<file path="config.mk">
export PLATFORM = sky130hd
export DESIGN_NAME = content_length_message_deframer_flat
export DESIGN_NICKNAME = d
export VERILOG_FILES = /design/src/sv/clmd_pkg.sv /design/src/sv/clmd_in_if.sv /design/src/sv/clmd_out_if.sv /design/src/sv/content_length_message_deframer.sv /design/src/flat_wrapper.sv
export SDC_FILE = /design/constraint.sdc
export NUM_CORES = 1
export LEC_CHECK = 0
export CAP_MARGIN = 5
export CORE_ASPECT_RATIO = 2
export CORE_MARGIN = 1
export CORE_UTILIZATION = 50
export DETAILED_ROUTE_END_ITERATION = 10
export DONT_BUFFER_PORTS = 1
export GPL_TIMING_DRIVEN = 0
export PLACE_DENSITY = 0.66
export RECOVER_POWER = 100
export SLEW_MARGIN = 20
export SYNTH_ARGS = -nofsm -noshare
export SYNTH_HDL_FRONTEND = slang
export SYNTH_SLANG_ARGS = --single-unit
</file>
<file path="constraint.sdc">
create_clock -name clk -period 4.4 [get_ports clk]
set_clock_uncertainty 0.05 [all_clocks]
set_input_delay 0.88 -clock clk [delete_from_list [all_inputs] [get_ports clk]]
set_output_delay 0.88 -clock clk [all_outputs]
set_load 0.01 [all_outputs]
</file>
<file path="src/sv/clmd_pkg.sv">
// Package for the Content-Length message deframer.
// Holds result kinds, length width, header key lookup and the result payload type.
// No dependencies.
package clmd_pkg;

  localparam int LEN_W = 31;
  localparam logic [LEN_W-1:0] LEN_MAX = {LEN_W{1'b1}};

  localparam logic [3:0] KEY_LEN = 4'd14;

  localparam logic [1:0] KIND_BODY    = 2'd0;
  localparam logic [1:0] KIND_EMPTY   = 2'd1;
  localparam logic [1:0] KIND_NO_LEN  = 2'd2;
  localparam logic [1:0] KIND_TRUNC   = 2'd3;

  localparam logic [7:0] CH_COLON = 8'h3A;
  localparam logic [7:0] CH_LF    = 8'h0A;
  localparam logic [7:0] CH_CR    = 8'h0D;

  typedef struct packed {
    logic [1:0] kind;
    logic [7:0] data;
    logic       last;
  } result_t;

  // Character of "Content-Length" at a key position.
  function automatic logic [7:0] key_char(input logic [3:0] pos);
    logic [7:0] ch;
    case (pos)
      4'd0:    ch = "C";
      4'd1:    ch = "o";
      4'd2:    ch = "n";
      4'd3:    ch = "t";
      4'd4:    ch = "e";
      4'd5:    ch = "n";
      4'd6:    ch = "t";
      4'd7:    ch = "-";
      4'd8:    ch = "L";
      4'd9:    ch = "e";
      4'd10:   ch = "n";
      4'd11:   ch = "g";
      4'd12:   ch = "t";
      4'd13:   ch = "h";
      default: ch = 8'h00;
    endcase
    return ch;
  endfunction

endpackage

</file>
<file path="src/sv/clmd_in_if.sv">
// Input channel of the deframer: valid/ready plus one stream byte or end mark.
// No dependencies.
interface clmd_in_if;
  logic       valid;
  logic       ready;
  logic [7:0] byte_in;
  logic       end_of_stream;

  modport source (output valid, output byte_in, output end_of_stream, input ready);
  modport sink   (input valid, input byte_in, input end_of_stream, output ready);
endinterface

</file>
<file path="src/sv/clmd_out_if.sv">
// Result channel of the deframer: valid/ready plus kind, data and last mark.
// No dependencies.
interface clmd_out_if;
  logic       valid;
  logic       ready;
  logic [1:0] kind;
  logic [7:0] data;
  logic       last;

  modport source (output valid, output kind, output data, output last, input ready);
  modport sink   (input valid, input kind, input data, input last, output ready);
endinterface

</file>
<file path="src/sv/content_length_message_deframer.sv">
// Content-Length message deframer, top level.
// Depends on clmd_pkg, clmd_in_if and clmd_out_if.
//
// Takes one stream byte per transfer and parses header lines (CR dropped, LF ends a line);
// a "Content-Length:" line sets the body length (atoi style, saturating at 2^31-1,
// negative means no length). An empty line releases the body bytes with a last mark, or
// reports an empty message or a missing length; end of stream resets the parser and
// reports a truncated body if one was open. One input transfer per cycle while input ready
// is high: each byte updates the header and counter registers, and its result (at most
// one) is registered in the output register, or in the skid entry while that is held. A
// two-entry output stage (output register plus skid) keeps input flowing during an output
// stall until the skid entry is occupied; input ready drops only while it is occupied.
module content_length_message_deframer (
  input  logic              clk,
  input  logic              rst_n,
  clmd_in_if.sink           in_ch,
  clmd_out_if.source        out_ch
);

  localparam logic [1:0] PH_WS     = 2'd0;
  localparam logic [1:0] PH_SIGN   = 2'd1;
  localparam logic [1:0] PH_DIGITS = 2'd2;
  localparam logic [1:0] PH_DONE   = 2'd3;

  localparam int LW = clmd_pkg::LEN_W;

  logic          newline_seen_r, newline_seen_nxt;
  logic          length_known_r, length_known_nxt;
  logic [LW-1:0] message_length_r, message_length_nxt;
  logic          in_body_r, in_body_nxt;
  logic [LW-1:0] body_left_r, body_left_nxt;
  logic          line_has_chars_r, line_has_chars_nxt;
  logic [3:0]    key_position_r, key_position_nxt;
  logic          key_failed_r, key_failed_nxt;
  logic          past_colon_r, past_colon_nxt;
  logic [1:0]    number_phase_r, number_phase_nxt;
  logic          number_negative_r, number_negative_nxt;
  logic [LW-1:0] number_value_r, number_value_nxt;

  logic                res_valid;
  clmd_pkg::result_t   res;

  logic                out_valid_r;
  clmd_pkg::result_t   out_r;
  logic                skid_valid_r;
  clmd_pkg::result_t   skid_r;

  logic                in_xfer;
  logic                out_xfer;
  logic [7:0]          c;
  logic                is_ws, is_sign, is_digit;
  logic [LW+3:0]       acc;
  logic [LW-1:0]       acc_sat;

  assign in_ch.ready = !skid_valid_r;
  assign in_xfer     = in_ch.valid && in_ch.ready;
  assign out_xfer    = out_valid_r && out_ch.ready;
  assign c           = in_ch.byte_in;

  assign is_ws    = (c == 8'h20) || (c == 8'h09) || (c == 8'h0B) || (c == 8'h0C);
  assign is_sign  = (c == "+") || (c == "-");
  assign is_digit = (c >= "0") && (c <= "9");

  // value * 10 + digit
  assign acc = {1'b0, number_value_r, 3'b000} + {3'b000, number_value_r, 1'b0}
             + {{(LW){1'b0}}, (c[3:0] - 4'd0)};
  assign acc_sat = (acc > {4'b0000, clmd_pkg::LEN_MAX}) ? clmd_pkg::LEN_MAX : acc[LW-1:0];

  always_comb begin
    newline_seen_nxt    = newline_seen_r;
    length_known_nxt    = length_known_r;
    message_length_nxt  = message_length_r;
    in_body_nxt         = in_body_r;
    body_left_nxt       = body_left_r;
    line_has_chars_nxt  = line_has_chars_r;
    key_position_nxt    = key_position_r;
    key_failed_nxt      = key_failed_r;
    past_colon_nxt      = past_colon_r;
    number_phase_nxt    = number_phase_r;
    number_negative_nxt = number_negative_r;
    number_value_nxt    = number_value_r;
    res_valid           = 1'b0;
    res.kind            = clmd_pkg::KIND_BODY;
    res.data            = 8'h00;
    res.last            = 1'b0;

    if (in_xfer) begin
      if (in_ch.end_of_stream) begin
        res_valid           = in_body_r;
        res.kind            = clmd_pkg::KIND_TRUNC;
        res.last            = 1'b1;
        newline_seen_nxt    = 1'b0;
        length_known_nxt    = 1'b0;
        message_length_nxt  = '0;
        in_body_nxt         = 1'b0;
        body_left_nxt       = '0;
        line_has_chars_nxt  = 1'b0;
        key_position_nxt    = '0;
        key_failed_nxt      = 1'b0;
        past_colon_nxt      = 1'b0;
        number_phase_nxt    = PH_WS;
        number_negative_nxt = 1'b0;
        number_value_nxt    = '0;
      end else if (in_body_r) begin
        res_valid = 1'b1;
        res.kind  = clmd_pkg::KIND_BODY;
        res.data  = c;
        res.last  = (body_left_r <= {{(LW-1){1'b0}}, 1'b1});
        if (res.last) begin
          body_left_nxt = '0;
          in_body_nxt   = 1'b0;
        end else begin
          body_left_nxt = body_left_r - {{(LW-1){1'b0}}, 1'b1};
        end
      end else if (c == clmd_pkg::CH_LF) begin
        if (newline_seen_r) begin
          if (!length_known_r) begin
            res_valid = 1'b1;
            res.kind  = clmd_pkg::KIND_NO_LEN;
          end else if (message_length_r == '0) begin
            res_valid = 1'b1;
            res.kind  = clmd_pkg::KIND_EMPTY;
            res.last  = 1'b1;
          end else begin
            in_body_nxt   = 1'b1;
            body_left_nxt = message_length_r;
          end
          length_known_nxt   = 1'b0;
          message_length_nxt = '0;
        end else if (line_has_chars_r && past_colon_r && !key_failed_r) begin
          if (number_negative_r && number_value_r != '0) begin
            length_known_nxt   = 1'b0;
            message_length_nxt = '0;
          end else begin
            length_known_nxt   = 1'b1;
            message_length_nxt = number_value_r;
          end
        end
        line_has_chars_nxt  = 1'b0;
        key_position_nxt    = '0;
        key_failed_nxt      = 1'b0;
        past_colon_nxt      = 1'b0;
        number_phase_nxt    = PH_WS;
        number_negative_nxt = 1'b0;
        number_value_nxt    = '0;
        newline_seen_nxt    = 1'b1;
      end else if (c != clmd_pkg::CH_CR) begin
        newline_seen_nxt   = 1'b0;
        line_has_chars_nxt = 1'b1;
        if (past_colon_r) begin
          if (!key_failed_r) begin
            if (number_phase_r == PH_WS && is_ws) begin
              number_phase_nxt = PH_WS;
            end else if (number_phase_r == PH_WS && is_sign) begin
              number_negative_nxt = (c == "-");
              number_phase_nxt    = PH_SIGN;
            end else if (number_phase_r != PH_DONE && is_digit) begin
              number_value_nxt = acc_sat;
              number_phase_nxt = PH_DIGITS;
            end else begin
              number_phase_nxt = PH_DONE;
            end
          end
        end else if (c == clmd_pkg::CH_COLON) begin
          if (key_position_r != clmd_pkg::KEY_LEN) key_failed_nxt = 1'b1;
          past_colon_nxt = 1'b1;
        end else if (!key_failed_r) begin
          if (key_position_r < clmd_pkg::KEY_LEN && c == clmd_pkg::key_char(key_position_r)) begin
            key_position_nxt = key_position_r + 4'd1;
          end else begin
            key_failed_nxt = 1'b1;
          end
        end
      end
    end
  end

  always_ff @(posedge clk) begin
    if (!rst_n) begin
      newline_seen_r    <= 1'b0;
      length_known_r    <= 1'b0;
      message_length_r  <= '0;
      in_body_r         <= 1'b0;
      body_left_r       <= '0;
      line_has_chars_r  <= 1'b0;
      key_position_r    <= '0;
      key_failed_r      <= 1'b0;
      past_colon_r      <= 1'b0;
      number_phase_r    <= PH_WS;
      number_negative_r <= 1'b0;
      number_value_r    <= '0;
    end else begin
      newline_seen_r    <= newline_seen_nxt;
      length_known_r    <= length_known_nxt;
      message_length_r  <= message_length_nxt;
      in_body_r         <= in_body_nxt;
      body_left_r       <= body_left_nxt;
      line_has_chars_r  <= line_has_chars_nxt;
      key_position_r    <= key_position_nxt;
      key_failed_r      <= key_failed_nxt;
      past_colon_r      <= past_colon_nxt;
      number_phase_r    <= number_phase_nxt;
      number_negative_r <= number_negative_nxt;
      number_value_r    <= number_value_nxt;
    end
  end

  // output register plus skid entry
  always_ff @(posedge clk) begin
    if (!rst_n) begin
      out_valid_r  <= 1'b0;
      skid_valid_r <= 1'b0;
    end else if (skid_valid_r) begin
      if (out_xfer) begin
        out_valid_r  <= 1'b1;
        skid_valid_r <= 1'b0;
      end
    end else if (!out_valid_r || out_xfer) begin
      out_valid_r <= res_valid;
    end else if (res_valid) begin
      skid_valid_r <= 1'b1;
    end
  end

  always_ff @(posedge clk) begin
    if (skid_valid_r) begin
      if (out_xfer) out_r <= skid_r;
    end else if (!out_valid_r || out_xfer) begin
      out_r <= res;
    end else if (res_valid) begin
      skid_r <= res;
    end
  end

  assign out_ch.valid = out_valid_r;
  assign out_ch.kind  = out_r.kind;
  assign out_ch.data  = out_r.data;
  assign out_ch.last  = out_r.last;

  a_skid_implies_out: assert property (@(posedge clk) disable iff (!rst_n)
    skid_valid_r |-> out_valid_r)
    else $error("skid entry held while output register empty");

  a_body_count: assert property (@(posedge clk) disable iff (!rst_n)
    in_body_r |-> (body_left_r != '0))
    else $error("body open with zero bytes left");

  a_eos_resets: assert property (@(posedge clk) disable iff (!rst_n)
    (in_xfer && in_ch.end_of_stream) |=> (!in_body_r && !newline_seen_r && !length_known_r))
    else $error("end of stream did not reset parser");

  a_len_cleared: assert property (@(posedge clk) disable iff (!rst_n)
    !length_known_r |-> (message_length_r == '0))
    else $error("length held without known flag");

endmodule
</file>
<file path="src/flat_wrapper.sv">
// flat-port wrapper written by rule: the top's interface ports become plain ports
module content_length_message_deframer_flat 
  (clk, rst_n, in_ch_valid, in_ch_byte_in, in_ch_end_of_stream, in_ch_ready, out_ch_valid, out_ch_kind, out_ch_data, out_ch_last, out_ch_ready);
  clmd_in_if in_ch_i ();
  clmd_out_if out_ch_i ();
  input  logic clk;
  input  logic rst_n;
  input wire logic [$bits(in_ch_i.valid)-1:0] in_ch_valid;
  input wire logic [$bits(in_ch_i.byte_in)-1:0] in_ch_byte_in;
  input wire logic [$bits(in_ch_i.end_of_stream)-1:0] in_ch_end_of_stream;
  output wire logic [$bits(in_ch_i.ready)-1:0] in_ch_ready;
  output wire logic [$bits(out_ch_i.valid)-1:0] out_ch_valid;
  output wire logic [$bits(out_ch_i.kind)-1:0] out_ch_kind;
  output wire logic [$bits(out_ch_i.data)-1:0] out_ch_data;
  output wire logic [$bits(out_ch_i.last)-1:0] out_ch_last;
  input wire logic [$bits(out_ch_i.ready)-1:0] out_ch_ready;
  assign in_ch_i.valid = in_ch_valid;
  assign in_ch_i.byte_in = in_ch_byte_in;
  assign in_ch_i.end_of_stream = in_ch_end_of_stream;
  assign in_ch_ready = in_ch_i.ready;
  assign out_ch_valid = out_ch_i.valid;
  assign out_ch_kind = out_ch_i.kind;
  assign out_ch_data = out_ch_i.data;
  assign out_ch_last = out_ch_i.last;
  assign out_ch_i.ready = out_ch_ready;
  content_length_message_deframer u_core (.clk(clk), .rst_n(rst_n), .in_ch(in_ch_i), .out_ch(out_ch_i));
endmodule
</file>
==> impl_metrics.csv, run 1 <==
group,metric,value,unit
layout,area_growth,9.92,%
placed_design,gp_congestion,0.935,
sta,final-max-slew-violation-count,0,
worst_setup_path,crit_type,"in2reg",
route,vias_per_cell,6.19,
worst_setup_path,end_kind,"flip-flop",
job,maxCapViolations,0,
power_and_ir_drop,power.leakage,3.98,nW
cts,cts.reportedPaths.clkPinSlew,60,ps
global_route,first_global_vias,8192,
cts,cts_root_buffer,"clkbuf_16",
global_route,grt_start_max_net_pins,17,
die,floorplan.die_area,18000,µm²
sta,number_of_failing_hold_endpoints_at_the_final_stage,0,
worst_setup_path,worstSetupStartpointType,"input pin",
yosys,synthesis.yosys.warnings,0,
route,remaining_antenna_violation_count_after_routing,0,
sta,finalSetupTns,0,ps
placed_design,pre_cts_ws,-307,ps
route,first_iter_violations,387,
hold_path,timing.hold.worst.start,"u_core.number_negative_r$_SDFFE_PN0P_",
sta,post-route-period-util,93.0,%
global_route,grt.total_usage,29.0,%
die,fp.dieH,189,µm
placed_design,placement.cell_area,9030,µm²
yosys,post_synth_and_or_nand_nor_area_fraction,21.9,%
layout,most_frequent_cells_in_the_layout,"dfxtp_1 (115), nor2_1 (101), nand2_1 (90)",
status,outcome,"completed",
yosys,asyncSetResetFlopFracSynth,0,%
sta,fin_worst_hold_slack,414,ps
worst_setup_path,critical_path_arrival,4310,ps
cts,cts.path.max_buffers,2,
yosys,largest_family_of_logic_cells_by_synthesized_area,"compound AO/OA/AOI/OAI gates",
cts,cts-buffers-inserted,17,
worst_setup_path,critPathMaxFanout,10,
cts,worstSkewPairLatency,430,ps
cts,cts_hold_buffers,0,
yosys,ys_seq_area_share,33.9,%
power_and_ir_drop,ir_drop,0.000257,V
global_route,grt_antenna_before_repair,0,
die,placeableCoreArea,17200,µm²
layout,most_common_cell_after_layout_fill_and_taps_aside,"dfxtp_1",
sta,min_period,4090,ps
cts,tritoncts_clock_tree,"done",
layout,design.final.nets,1159,
sta,slew_headroom,3.07,%
worst_setup_path,critPathRequiredTime,4620,ps
die,fp.dieW,95.5,µm
placed_design,dp_hpwl,19800,µm
yosys,synthAdderAreaFrac,10.6,%
sta,setup_slack,309,ps
route,drt_wl_total,24800,µm
yosys,synth.net_count,1138,
power_and_ir_drop,pwr_density_cell,304,nW/µm²
cts,cts.repair_timing.setup_buffer_count,0,
cts,clock_sink_count,137,
sta,maximum_clock_frequency,244,MHz
route,firstDrtPassIters,5,
worst_setup_path,startpoint,"in_ch_byte_in[1]",
yosys,post_synth.cell_area_avg,8.31,µm²
worst_setup_path,crit-reg2reg-launch,"u_core.number_value_r[0]$_SDFFE_PN0P_",
layout,filler_cell_count,1635,
layout,final_layout_size_suffix_gt1_share,5.25,%
cts,post_cts.resized_instances,0,
hold_path,worst_hold_path_type,"reg2reg",
power_and_ir_drop,post-layout-total-power,2.92,mW
yosys,synth.distinct_cells,84,
sta,worstMarginPinSlew,1440,ps
layout,final_area,9610,µm²
yosys,post_synth_mux_area_share,0.973,%
route,route.detailed.wl_per_inst,19.2,µm
sta,setup_viol,0,
layout,total_inserted_antenna_cells,0,
yosys,post_synth_instance_area,8740,µm²
yosys,synth-edff-count,22,
global_route,grt_first_pass_wirelength,40400,µm
yosys,synth_compound_gate_area_share,24.5,%
die,initial_utilization,50.9,%
route,drc,0,
yosys,synth.ff_latch_count,137,
cts,h-tree-depth,4,
yosys,ys_dominant_reg_cell,"dfxtp_1",
route,routed-via-count,8023,
sta,grt_setup_unrepaired,"false",
die,core.rowCount,68,
die,total_i_o_pin_count,26,
yosys,post_synthesis_instance_total,1052,
placed_design,port_buffers,0,
yosys,synth_xor_area_share,4.11,%
global_route,grt_remaining_overflow,0,
cell type report:
cell class / count / area (µm²) / area share [%]
buffer: 51 / 210 / 2.19
clock buffer: 23 / 499 / 5.20
clock inverter: 9 / 111 / 1.16
inverter: 38 / 143 / 1.48
multi-input combinational: 826 / 5410 / 56.3
sequential: 137 / 2960 / 30.8
tap: 210 / 263 / 2.73
timing repair buffer: 2 / 7.51 / 0.0781
logic make-up (layout without fill, tap and decap cells):
| family | count (synthesis) | in the layout |
|---|---|---|
| multiplexers | 8 | 8 |
| buffers and inverters | 89 | 123 |
| adder cells (fa/ha/maj) | 73 | 73 |
| AND/OR/NAND/NOR | 382 | 382 |
| XOR/XNOR | 41 | 41 |
| flip-flops | 137 | 137 |
| AO/OA/AOI/OAI | 322 | 322 |
cell usage after synthesis, types with 26 or more instances:
library cell	count	area, µm²
dfxtp_1	115	2300
nor2_1	101	379
nand2_1	90	338
o21ai_0	77	385
ha_1	71	888
a21oi_1	65	325
a22oi_1	47	353
clkbuf_1	44	165
inv_1	37	139
nor4_1	37	231
nor3_1	35	175
xnor2_1	26	228
registers in the layout, indices dropped and copies added, names as in the netlist, 2 cells and up, named ones only:
| register | cells |
|---|---|
| u_core.body_left_r | 31 |
| u_core.key_position_r | 4 |
| u_core.message_length_r | 31 |
| u_core.number_phase_r | 2 |
| u_core.number_value_r | 31 |
| u_core.out_ch.data | 8 |
| u_core.out_ch.kind | 2 |
| u_core.skid_r | 11 |
stage by stage:
step / util (%) / cells
finish: 55.9 / 1296
global route: 55.9 / 1296
CTS: 56.1 / 1296
detailed placement: 52.5 / 1264
global placement: 52.4 / 1262
floorplan: - / 1052
path summary, 6_finish.rpt:
path	cells past startpoint	slack, ps	end
setup / recovery	8	310	u_core.body_left_r[23]$_SDFFE_PN0P_
hold / removal	2	410	u_core.number_negative_r$_SDFFE_PN0P_
setup reg to reg	13	360	u_core.number_value_r[21]$_SDFFE_PN0P_
hold reg to reg	2	410	u_core.number_negative_r$_SDFFE_PN0P_
power breakdown:
part	internal [mW]	switching (mW)	total, mW
registers	1.28	0.0151	1.30
logic	0.0532	0.106	0.159
clock network	0.914	0.549	1.46
layer usage:
layer	vias up	GRT usage, %	routed length (µm)
li1	3972	-	-
met1	3763	28.0	9130
met2	201	54.2	13500
met3	87	4.30	679
met4	0	19.4	1560
met5	-	0	0
worst max-delay path: stages:
cell and delay, ps:
clkbuf_1 330, or3b_2 510, nor4b_1 510, o311ai_0 340
a31oi_1 840, nor2_1 440, o21ai_0 270, o311ai_0 170
No activity file was read; power rests on OpenSTA's default activity.
==> run 2, diff against run 1 <==
--- a/config.mk
+++ b/config.mk
@@ -6,13 +6,15 @@
 export NUM_CORES = 1
 export LEC_CHECK = 0
 export CAP_MARGIN = 5
+export CELL_PAD_IN_SITES_DETAIL_PLACEMENT = 2
+export CELL_PAD_IN_SITES_GLOBAL_PLACEMENT = 2
 export CORE_ASPECT_RATIO = 2
 export CORE_MARGIN = 1
-export CORE_UTILIZATION = 50
+export CORE_UTILIZATION = 40
 export DETAILED_ROUTE_END_ITERATION = 10
 export DONT_BUFFER_PORTS = 1
 export GPL_TIMING_DRIVEN = 0
-export PLACE_DENSITY = 0.66
+export PLACE_DENSITY = 0.82
 export RECOVER_POWER = 100
 export SLEW_MARGIN = 20
 export SYNTH_ARGS = -nofsm -noshare
==> impl_metrics.csv, run 2 (synthesis results as in run 1) <==
group,metric,value,unit
cts,cts.reportedPaths.clkPinSlew,60,ps
layout,total_inserted_antenna_cells,0,
placed_design,dp_hpwl,26000,µm
cts,cts.repair_timing.setup_buffer_count,0,
global_route,grt_start_max_net_pins,17,
sta,worstMarginPinSlew,1670,ps
sta,post-route-period-util,95.1,%
die,total_i_o_pin_count,26,
global_route,grt_first_pass_wirelength,53800,µm
cts,h-tree-depth,4,
die,core.rowCount,76,
die,floorplan.die_area,22500,µm²
route,drc,0,
worst_setup_path,end_kind,"flip-flop",
layout,largest_registers,"u_core.body_left_r x31, u_core.message_length_r x31, u_core.number_value_r x31",
cts,cts_root_buffer,"clkbuf_16",
layout,multi_input_gate_area,5430,µm²
worst_setup_path,crit_type,"reg2reg",
die,initial_utilization,40.7,%
placed_design,port_buffers,0,
placed_design,placement.cell_area,9110,µm²
worst_setup_path,critPathRequiredTime,4730,ps
route,first_iter_violations,314,
cts,clock_sink_count,137,
sta,maximum_clock_frequency,239,MHz
sta,grt_setup_unrepaired,"false",
route,firstDrtPassIters,4,
layout,final_layout_size_suffix_gt1_share,5.99,%
global_route,grt_remaining_overflow,0,
cts,cts-buffers-inserted,17,
layout,most_frequent_cells_in_the_layout,"dfxtp_1 (115), nor2_1 (101), nand2_1 (90)",
sta,setup_viol,0,
layout,filler_cell_count,2440,
die,fp.dieH,211,µm
global_route,first_global_vias,9629,
status,violated_checks,"capacitance limit, slew limit",
sta,number_of_failing_hold_endpoints_at_the_final_stage,0,
layout,most_common_cell_after_layout_fill_and_taps_aside,"dfxtp_1",
power_and_ir_drop,ir_drop,0.000325,V
global_route,grt.total_usage,31.6,%
power_and_ir_drop,power.leakage,4.01,nW
layout,area_growth,11.3,%
die,placeableCoreArea,21500,µm²
die,fp.dieW,107,µm
sta,slew_headroom,-12.0,%
layout,sequential_cell_area,2960,µm²
power_and_ir_drop,pwr_density_cell,309,nW/µm²
sta,final-max-slew-violation-count,11,
job,maxCapViolations,1,
worst_setup_path,critPathMaxFanout,10,
route,route.detailed.wl_per_inst,25.0,µm
placed_design,gp_congestion,0.864,
cts,cts.path.max_buffers,2,
cts,tritoncts_clock_tree,"done",
hold_path,worst_hold_path_type,"reg2reg",
cts,worstSkewPairLatency,440,ps
sta,min_period,4180,ps
route,drt_wl_total,33900,µm
layout,fin_util,45.3,%
route,vias_per_cell,6.23,
route,remaining_antenna_violation_count_after_routing,0,
layout,design.final.nets,1159,
worst_setup_path,critical_path_arrival,4510,ps
layout,final_area,9730,µm²
worst_setup_path,worstSetupStartpointType,"flip-flop",
global_route,grt_antenna_before_repair,0,
route,routed-via-count,8470,
status,outcome,"finished, violations left",
run 2: metal layers:
metal / vias up / routed length [µm] / global-route usage, %
met5: - / 0 / 0
met4: 0 / 1990 / 19.1
met3: 96 / 730 / 4.29
met2: 169 / 19300 / 62.7
met1: 4244 / 11900 / 29.4
li1: 3961 / - / -
run 2: through the flow:
step                      worst slack [ps]  power (mW)  instances  hold slack (ps)  setup TNS, ps
after detailed placement              -478        1.50       1327              409         -14070
after CTS                              172        3.03       1359              424              0
after global routing                  22.4        3.10       1359              446              0
final                                  216        3.01       1359              423              0
after global placement                -365        1.49       1325              389         -13880
after floorplan                        452        1.44       1052              375              0
run 2: layout make-up:
cell class                      count  area share (%)
Multi-Input combinational cell    826            55.8
Sequential cell                   137            30.5
Clock buffer                       21            5.11
Tap cell                          273            3.51
Buffer                             51            2.16
Inverter                           38            1.47
Clock inverter                     11            1.38
Timing Repair Buffer                2          0.0900
run 2: timing repair:
| item | CTS | global route |
|---|---|---|
| resized for setup | 1 | 2 |
| hold buffers | 0 | 0 |
| endpoints found under the setup margin | 23 | 18 |
run 2: critical path, stage by stage, from the launching register on:
cell and delay, ps:
dfxtp_1 490, inv_1 100, fa_1 570, fa_1 230, nand2b_1 140, a21oi_1 100
or2_0 210, buf_2 160, a311o_2 440, o41ai_4 370, mux2i_2 730, o31ai_2 260
buf_6 200, nand2_1 60
run 2: worst paths after layout:
path,from,cells after the start,end,slack [ps]
setup / recovery,u_core.number_value_r[0]$_SDFFE_PN0P_,13,u_core.number_value_r[17]$_SDFFE_PN0P_,220
hold reg to reg,u_core.body_left_r[15]$_SDFFE_PN0P_,2,u_core.body_left_r[15]$_SDFFE_PN0P_,420
setup reg to reg,u_core.number_value_r[0]$_SDFFE_PN0P_,13,u_core.number_value_r[17]$_SDFFE_PN0P_,220
hold / removal,u_core.body_left_r[15]$_SDFFE_PN0P_,2,u_core.body_left_r[15]$_SDFFE_PN0P_,420
run 2: report_power, final:
group          switching [mW]  total (mW)  internal (mW)
Clock                   0.605        1.54          0.930
Sequential             0.0166        1.30           1.28
Combinational           0.123       0.177         0.0541
